File: config.mk
export PLATFORM = sky130hd
export DESIGN_NAME = ima4_adpcm_block_decoder_flat
export DESIGN_NICKNAME = d
export VERILOG_FILES = /design/src/hdl/ima4_pkg.sv /design/src/hdl/ima4_channels.sv /design/src/hdl/ima4_adpcm_block_decoder.sv /design/src/flat_wrapper.sv
export SDC_FILE = /design/constraint.sdc
export NUM_CORES = 1
export LEC_CHECK = 0
export ABC_AREA = 1
export BUFFER_PORTS_ARGS = -buffer_cell sky130_fd_sc_hd__clkbuf_2
export CORE_MARGIN = 4
export CORE_UTILIZATION = 35
export DETAILED_ROUTE_END_ITERATION = 6
export GPL_ROUTABILITY_DRIVEN = 0
export HOLD_SLACK_MARGIN = 0.1
export PLACE_DENSITY = 0.55
export RECOVER_POWER = 25
export SLEW_MARGIN = 5
export SYNTH_ARGS = -nofsm -noshare
export SYNTH_HDL_FRONTEND = slang
export SYNTH_SLANG_ARGS = --single-unit
File: constraint.sdc
create_clock -name clock -period 15 [get_ports clock]
set_clock_uncertainty 0.1 [all_clocks]
set_input_delay 3 -clock clock [delete_from_list [all_inputs] [get_ports clock]]
set_output_delay 3 -clock clock [all_outputs]
set_load 0.05 [all_outputs]
File: src/hdl/ima4_pkg.sv
// ----------------------------------------------------------------------------
// ima4_pkg
// Shared types, constants and table functions for the IMA4 block decoder.
// ----------------------------------------------------------------------------
package ima4_pkg;

   localparam int unsigned MAX_STEP_IDX = 88;

   typedef logic [6:0]  step_idx_type;
   typedef logic [14:0] step_size_type;
   typedef logic [5:0]  byte_pos_type;

   // Byte positions inside a block: the two header bytes and the first data byte
   localparam byte_pos_type POS_HEADER_HIGH = 6'd0;
   localparam byte_pos_type POS_HEADER_LOW  = 6'd1;
   localparam byte_pos_type POS_FIRST_DATA  = 6'd2;

   localparam step_idx_type STEP_IDX_MAX = step_idx_type'(MAX_STEP_IDX);

   localparam step_size_type STEP_SIZE_TABLE [0:MAX_STEP_IDX] = '{
      15'd7,     15'd8,     15'd9,     15'd10,    15'd11,
      15'd12,    15'd13,    15'd14,    15'd16,    15'd17,
      15'd19,    15'd21,    15'd23,    15'd25,    15'd28,
      15'd31,    15'd34,    15'd37,    15'd41,    15'd45,
      15'd50,    15'd55,    15'd60,    15'd66,    15'd73,
      15'd80,    15'd88,    15'd97,    15'd107,   15'd118,
      15'd130,   15'd143,   15'd157,   15'd173,   15'd190,
      15'd209,   15'd230,   15'd253,   15'd279,   15'd307,
      15'd337,   15'd371,   15'd408,   15'd449,   15'd494,
      15'd544,   15'd598,   15'd658,   15'd724,   15'd796,
      15'd876,   15'd963,   15'd1060,  15'd1166,  15'd1282,
      15'd1411,  15'd1552,  15'd1707,  15'd1878,  15'd2066,
      15'd2272,  15'd2499,  15'd2749,  15'd3024,  15'd3327,
      15'd3660,  15'd4026,  15'd4428,  15'd4871,  15'd5358,
      15'd5894,  15'd6484,  15'd7132,  15'd7845,  15'd8630,
      15'd9493,  15'd10442, 15'd11487, 15'd12635, 15'd13899,
      15'd15289, 15'd16818, 15'd18500, 15'd20350, 15'd22385,
      15'd24623, 15'd27086, 15'd29794, 15'd32767
   };

   // Clamp a step index to the top of the table
   function automatic step_idx_type clamp_index(input step_idx_type idx);
      step_idx_type res;
      res = (idx > STEP_IDX_MAX) ? STEP_IDX_MAX : idx;
      return res;
   endfunction

   // Look up the step size for an index, clamping out-of-range indexes
   function automatic step_size_type step_size(input step_idx_type idx);
      step_size_type res;
      res = STEP_SIZE_TABLE[clamp_index(idx)];
      return res;
   endfunction

   // Next step index from the nibble magnitude bits, clamped to 0..88
   function automatic step_idx_type next_index(input step_idx_type idx,
                                               input logic [2:0]   mag);
      step_idx_type cur;
      logic [7:0]   sum;
      step_idx_type res;
      cur = clamp_index(idx);
      sum = {1'b0, cur} + {4'd0, {1'b0, mag[1:0]} + 3'd1, 1'b0};
      if (!mag[2]) begin
         res = (cur == '0) ? '0 : cur - 7'd1;
      end else if (sum > {1'b0, STEP_IDX_MAX}) begin
         res = STEP_IDX_MAX;
      end else begin
         res = sum[6:0];
      end
      return res;
   endfunction

endpackage

File: src/hdl/ima4_channels.sv
// ----------------------------------------------------------------------------
// ima4_channels
// Valid/ready channel interfaces for the IMA4 decoder byte and sample streams.
// ----------------------------------------------------------------------------
interface ima4_req_if;
   logic       valid;
   logic       ready;
   logic [7:0] data_byte;

   modport source (output valid, output data_byte, input ready);
   modport sink   (input valid, input data_byte, output ready);
endinterface

interface ima4_rsp_if;
   logic               valid;
   logic               ready;
   logic signed [15:0] sample;
   logic               last_of_pair;
   logic               end_of_block;

   modport source (output valid, output sample, output last_of_pair,
                   output end_of_block, input ready);
   modport sink   (input valid, input sample, input last_of_pair,
                   input end_of_block, output ready);
endinterface

File: src/hdl/ima4_adpcm_block_decoder.sv
// ----------------------------------------------------------------------------
// ima4_adpcm_block_decoder
// IMA4 ADPCM block decoder: bytes in, signed 16-bit PCM samples out.
// ----------------------------------------------------------------------------
// Usage:
//   req_chan carries one block byte per beat: two header bytes, then
//   DATA_BYTES data bytes, then the next block's header. rsp_chan carries
//   one sample per beat, low nibble first; last_of_pair marks the second
//   sample of a byte and end_of_block the final sample of the block.
//   Header bytes produce no samples.
// Timing:
//   An accepted byte lands in a holding register. A header byte is absorbed
//   the next cycle. A data byte occupies the single nibble decoder for both
//   of its nibbles, one sample per cycle into the output register while
//   rsp_chan does not stall. The next byte is accepted as the second
//   sample of the current one is written; the shared nibble decoder and
//   the one-sample-wide result channel set the throughput.
// Reset and stall:
//   Synchronous reset empties both registers and starts a new block at its
//   first header byte. While rsp_chan stalls the output register holds its
//   sample and the holding register holds its data byte; req_chan.ready drops
//   once the holding register cannot drain.
// ----------------------------------------------------------------------------
module ima4_adpcm_block_decoder
   import ima4_pkg::*;
#(
   parameter int unsigned DATA_BYTES = 32
) (
   input  logic              clock,
   input  logic              reset,
   ima4_req_if.sink          req_chan,
   ima4_rsp_if.source        rsp_chan
);

   localparam byte_pos_type LAST_POS = byte_pos_type'(DATA_BYTES + 1);

   // Holding register
   logic         hold_valid_ff, hold_valid_in;
   logic [7:0]   hold_byte_ff, hold_byte_in;
   logic         hold_phase_ff, hold_phase_in;

   // Decoder state
   logic [15:0]  predictor_ff, predictor_in;
   step_idx_type step_pos_ff, step_pos_in;
   byte_pos_type byte_pos_ff, byte_pos_in;
   logic [7:0]   header_high_ff, header_high_in;

   // Output register
   logic               rsp_valid_ff, rsp_valid_in;
   logic signed [15:0] sample_ff, sample_in;
   logic               last_of_pair_ff, last_of_pair_in;
   logic               end_of_block_ff, end_of_block_in;

   // Nibble datapath
   logic [3:0]         nibble;
   logic [16:0]        step_ext;
   logic [16:0]        diff;
   logic signed [17:0] pred_wide;
   logic signed [17:0] sum_wide;
   logic [15:0]        sat_value;

   logic out_free;
   logic is_header;
   logic emit;
   logic consume;
   logic req_fire;

   // Decode the selected nibble against the current state
   always_comb begin
      nibble    = hold_phase_ff ? hold_byte_ff[7:4] : hold_byte_ff[3:0];
      step_ext  = {2'b00, step_size(step_pos_ff)};
      diff      = (step_ext >> 3)
                + (nibble[2] ? step_ext : 17'd0)
                + (nibble[1] ? (step_ext >> 1) : 17'd0)
                + (nibble[0] ? (step_ext >> 2) : 17'd0);
      pred_wide = {{2{predictor_ff[15]}}, predictor_ff};
      if (nibble[3]) begin
         sum_wide = pred_wide - $signed({1'b0, diff});
      end else begin
         sum_wide = pred_wide + $signed({1'b0, diff});
      end
      if (sum_wide > 18'sd32767) begin
         sat_value = 16'h7FFF;
      end else if (sum_wide < -18'sd32768) begin
         sat_value = 16'h8000;
      end else begin
         sat_value = sum_wide[15:0];
      end
   end

   // Sequence header absorption, nibble emission and byte handoff
   always_comb begin
      out_free  = !rsp_valid_ff || rsp_chan.ready;
      is_header = (byte_pos_ff == POS_HEADER_HIGH) || (byte_pos_ff == POS_HEADER_LOW);
      emit      = hold_valid_ff && !is_header && out_free;
      consume   = hold_valid_ff && (is_header || (emit && hold_phase_ff));
      req_chan.ready = !hold_valid_ff || consume;
      req_fire  = req_chan.valid && req_chan.ready;

      hold_valid_in  = hold_valid_ff;
      hold_byte_in   = hold_byte_ff;
      hold_phase_in  = hold_phase_ff;
      predictor_in   = predictor_ff;
      step_pos_in    = step_pos_ff;
      byte_pos_in    = byte_pos_ff;
      header_high_in = header_high_ff;

      rsp_valid_in    = rsp_chan.ready ? 1'b0 : rsp_valid_ff;
      sample_in       = sample_ff;
      last_of_pair_in = last_of_pair_ff;
      end_of_block_in = end_of_block_ff;

      // Absorb header bytes into the state
      if (hold_valid_ff && byte_pos_ff == POS_HEADER_HIGH) begin
         header_high_in = hold_byte_ff;
         byte_pos_in    = POS_HEADER_LOW;
      end else if (hold_valid_ff && byte_pos_ff == POS_HEADER_LOW) begin
         predictor_in = {header_high_ff, hold_byte_ff[7], 7'd0};
         step_pos_in  = clamp_index(hold_byte_ff[6:0]);
         byte_pos_in  = POS_FIRST_DATA;
      end

      // Emit one sample and advance the decoder state
      if (emit) begin
         predictor_in    = sat_value;
         step_pos_in     = next_index(step_pos_ff, nibble[2:0]);
         rsp_valid_in    = 1'b1;
         sample_in       = $signed(sat_value);
         last_of_pair_in = hold_phase_ff;
         end_of_block_in = hold_phase_ff && (byte_pos_ff >= LAST_POS);
         hold_phase_in   = !hold_phase_ff;
         if (hold_phase_ff) begin
            byte_pos_in = (byte_pos_ff >= LAST_POS) ? POS_HEADER_HIGH
                                                    : byte_pos_ff + 6'd1;
         end
      end

      // Drop a finished byte and load the next beat
      if (consume) begin
         hold_valid_in = 1'b0;
         hold_phase_in = 1'b0;
      end
      if (req_fire) begin
         hold_valid_in = 1'b1;
         hold_byte_in  = req_chan.data_byte;
         hold_phase_in = 1'b0;
      end
   end

   // Control and state registers
   always_ff @(posedge clock) begin
      if (reset) begin
         hold_valid_ff  <= 1'b0;
         hold_phase_ff  <= 1'b0;
         rsp_valid_ff   <= 1'b0;
         predictor_ff   <= '0;
         step_pos_ff    <= '0;
         byte_pos_ff    <= POS_HEADER_HIGH;
         header_high_ff <= '0;
      end else begin
         hold_valid_ff  <= hold_valid_in;
         hold_phase_ff  <= hold_phase_in;
         rsp_valid_ff   <= rsp_valid_in;
         predictor_ff   <= predictor_in;
         step_pos_ff    <= step_pos_in;
         byte_pos_ff    <= byte_pos_in;
         header_high_ff <= header_high_in;
      end
   end

   // Payload registers
   always_ff @(posedge clock) begin
      hold_byte_ff    <= hold_byte_in;
      sample_ff       <= sample_in;
      last_of_pair_ff <= last_of_pair_in;
      end_of_block_ff <= end_of_block_in;
   end

   assign rsp_chan.valid        = rsp_valid_ff;
   assign rsp_chan.sample       = sample_ff;
   assign rsp_chan.last_of_pair = last_of_pair_ff;
   assign rsp_chan.end_of_block = end_of_block_ff;

endmodule
File: src/flat_wrapper.sv
// flat-port wrapper written by rule: the top's interface ports become plain ports
module ima4_adpcm_block_decoder_flat import ima4_pkg::*;
#(
   parameter int unsigned DATA_BYTES = 32
)
  (clock, reset, req_chan_valid, req_chan_data_byte, req_chan_ready, rsp_chan_valid, rsp_chan_sample, rsp_chan_last_of_pair, rsp_chan_end_of_block, rsp_chan_ready);
  ima4_req_if req_chan_i ();
  ima4_rsp_if rsp_chan_i ();
  input  logic clock;
  input  logic reset;
  input wire logic [$bits(req_chan_i.valid)-1:0] req_chan_valid;
  input wire logic [$bits(req_chan_i.data_byte)-1:0] req_chan_data_byte;
  output wire logic [$bits(req_chan_i.ready)-1:0] req_chan_ready;
  output wire logic [$bits(rsp_chan_i.valid)-1:0] rsp_chan_valid;
  output wire logic [$bits(rsp_chan_i.sample)-1:0] rsp_chan_sample;
  output wire logic [$bits(rsp_chan_i.last_of_pair)-1:0] rsp_chan_last_of_pair;
  output wire logic [$bits(rsp_chan_i.end_of_block)-1:0] rsp_chan_end_of_block;
  input wire logic [$bits(rsp_chan_i.ready)-1:0] rsp_chan_ready;
  assign req_chan_i.valid = req_chan_valid;
  assign req_chan_i.data_byte = req_chan_data_byte;
  assign req_chan_ready = req_chan_i.ready;
  assign rsp_chan_valid = rsp_chan_i.valid;
  assign rsp_chan_sample = rsp_chan_i.sample;
  assign rsp_chan_last_of_pair = rsp_chan_i.last_of_pair;
  assign rsp_chan_end_of_block = rsp_chan_i.end_of_block;
  assign rsp_chan_i.ready = rsp_chan_ready;
  ima4_adpcm_block_decoder #(.DATA_BYTES(DATA_BYTES)) u_core (.clock(clock), .reset(reset), .req_chan(req_chan_i), .rsp_chan(rsp_chan_i));
endmodule
==> metrics.cfg <==
[status]
status = finished, final reports clean

[sta]
setup_violations = 0
hold_viol = 0
min_period_ns = 9.17
tightest_slew_ns = 1.03
slew_viol_final = 0
slew-limit-headroom_pct = 31.4
finalCritPeriodShare_pct = 61.1
hold_ws_ns = 0.368
rsz0062_at_grt = false
fin_tns_setup_ns = 0
max_freq_mhz = 109

[placed_design]
port-buffer-count = 31
placed_cells_incl_taps = 1433
dp_hpwl_um = 17300

[pwr]
clkPwrFrac_pct = 24.3
p_switching_mw = 0.378
power_frac_comb_pct = 50.8
switching_share_pct = 43.7
cellLeakagePower_nw = 3.97
p_int_mw = 0.487
seqPwrFrac_pct = 24.8
finalPower_mw = 0.865
irDropWorstVdd_mv = 0.0579
cellPowerDensity_nw_per_um2 = 104

[drt]
antenna_left = 0
viasPerCell = 5.26
first_pass_iters = 6
vias = 7620
routed_wl_um = 22300
wl_per_cell_um = 15.4
initialDrtViolationCount = 808
drcViolationCount = 0

[logic_synthesis]
syn_area_per_cell_um2 = 6.64
yosysTopAreaCellShare_pct = 13.2
netlist_area_um2 = 7660
synth_top_area_cell = nand2_1
ys_top_cells_by_area = nand2_1 13%, dfxtp_1 10%, edfxtp_1 10%
ys_ff_latch = 66
synth-edff-count = 26
ys_seq_area_share_pct = 20.7
ys_types = 52
synthCells = 1153
synth_ff_type = dfxtp_1
synthArstFlopShare_pct = 0
synth.net_count = 1253
synth.yosys.warnings = 0

[clocking]
clk_latency_ns = 0.33
cts.repair.resized = 0
root_buffer = clkbuf_16
cts_hold_buf = 0
clkTransAtPathRegs_ns = 0.06
cts_tree = built
cts_htree_levels = 3
numCtsBuffers = 9
postCtsSetupRepairBufs = 0
clkSinkCount = 66
clk_path_buf_depth = 2

[global_route]
grt_pass1_vias = 7357
grt_use_met3_pct = 3.02
grt_antenna_before_repair = 0
use_met2_pct = 29.7
grt_overflow_total = 0
grt-busiest-layer = met2
grtUsageTotal_pct = 18.7
grt_max_degree = 40
grt_pass1_wl_um = 37600
gr-usage-met1_pct = 26.5

[critical_path]
slowest_delay_ns = 0.47
required_ns = 15.09
crit_fanout = 16
worst_path_most_repeated_cell = nand2_1
slowest_stage = fa_1
endpoint_kind = flop
crit_type = reg2reg
rrSetupSlack_ns = 5.83
worstPathArrival_ns = 9.26
start_kind = flop

[floorplan]
rows = 53
start_util_pct = 36.0
fp.dieH_um = 156
fp.dieW_um = 156
core_um2 = 21300
dieArea_um2 = 24300
io_pins = 32

[min_path]
hp-class = reg2reg

[final_layout]
nets = 1269
multi_input_area_um2 = 5260
fin_cells = 1449
area_growth_pct = 8.81
seq_area_um2 = 1580
diodes = 0
drive_gt1_share_pct = 8.86
fillCellCount = 2260

[job]
cap_viol_max_count = 0

## worst paths after layout
| path | end | startpoint | depth (start not counted) |
|---|---|---|---|
| setup reg to reg | u_core.predictor_ff[7]$_SDFFE_PP0P_ | u_core.step_pos_ff[2]$_SDFFE_PP0P_ | 44 |
| hold reg to reg | u_core.hold_phase_ff$_SDFFE_PP0P_ | u_core.hold_valid_ff$_SDFFE_PP0P_ | 1 |
| hold / removal | u_core.hold_phase_ff$_SDFFE_PP0P_ | u_core.hold_valid_ff$_SDFFE_PP0P_ | 1 |
| setup / recovery | u_core.predictor_ff[7]$_SDFFE_PP0P_ | u_core.step_pos_ff[2]$_SDFFE_PP0P_ | 44 |
## cells in the mapped netlist (11+ instances only)
cell type / count
a21oi_1: 77
nand3_2: 15
nand2_1: 270
nand2_2: 28
inv_1: 171
ha_1: 61
nand4_1: 15
a31oi_1: 12
xor2_1: 21
nand3_1: 51
dfxtp_1: 40
xnor2_1: 11
edfxtp_1: 26
o21ai_0: 67
clkbuf_1: 19
fa_1: 27
nor2_1: 128
nor3_1: 14
## placed cells by master (no fill, tap or decap), drive strengths merged, types with 2 or more instances in the layout
cell	n
nand2	301
nor3	14
o2111ai	3
clkinv	8
dfxtp	40
a31oi	12
clkbuf	40
o31ai	6
ha	61
o311ai	4
xor2	21
fa	27
o221ai	6
edfxtp	26
nor2	132
nand3	67
nand4	15
a21oi	87
a221oi	3
a22oi	2
o22ai	4
xnor2	11
inv	176
o211ai	10
or2	3
a211oi	4
o21ai	68
buf	6
o21a	3
## area by class of cell
cell class	instances	area share (%)
inverters	179	8.06
clock buffers	9	2.70
clock inverters	7	0.826
well taps	275	4.13
flip-flops and latches	66	19.0
repair buffers	37	2.16
multi-input cells	876	63.1
## registers in the layout, indices dropped and copies added, names as in the netlist
| register | flops |
|---|---|
| u_core.rsp_chan.sample | 16 |
| u_core.header_high_ff | 8 |
| u_core.rsp_chan.end_of_block | 1 |
| u_core.hold_valid_ff | 1 |
| u_core.hold_phase_ff | 1 |
| u_core.step_pos_ff | 7 |
| u_core.byte_pos_ff | 6 |
| u_core.hold_byte_ff | 8 |
| u_core.rsp_chan.valid | 1 |
| u_core.rsp_chan.last_of_pair | 1 |
| u_core.predictor_ff | 16 |
## routing by layer
metal	share of wire, %	vias up
li1	-	3812
met1	47	3424
met2	44	313
met3	6.1	71
met4	2.9	0
met5	0	-
## through the flow
stage               util [%]  area, um^2  worst slack, ns
floorplan                  -        7660             7.24
global placement        37.9        8060             6.08
detailed placement      37.9        8060             5.94
CTS                     39.2        8350             5.95
global route            39.1        8330             4.95
finish                  39.1        8330             5.83
## worst max-delay path: cells and delay by family, from the launching register on
family | cells | cell delay, ns
AND/OR/NAND/NOR | 23 | 3.71
buffers and inverters | 6 | 0.94
XOR/XNOR | 1 | 0.13
flip-flops | 1 | 0.41
adder cells (fa/ha/maj) | 6 | 2.48
AO/OA/AOI/OAI | 8 | 1.25
## power by group through the flow
stage | clock network [mW] | logic, mW | registers [mW]
finish | 0.210 | 0.440 | 0.215
global route | 0.224 | 0.498 | 0.216
CTS | 0.215 | 0.441 | 0.215
detailed placement | 0 | 0.439 | 0.219
global placement | 0 | 0.437 | 0.219
floorplan | 0 | 0.342 | 0.225
## kinds of logic after synthesis
group / count (synthesis) / synth area share [%]
XOR/XNOR: 32 / 3.66
AO/OA/AOI/OAI: 220 / 17.1
buffers and inverters: 211 / 10.7
AND/OR/NAND/NOR: 536 / 30.9
adder cells (fa/ha/maj): 88 / 17.0
flip-flops: 66 / 20.7
(Power assumes the default switching activity.)
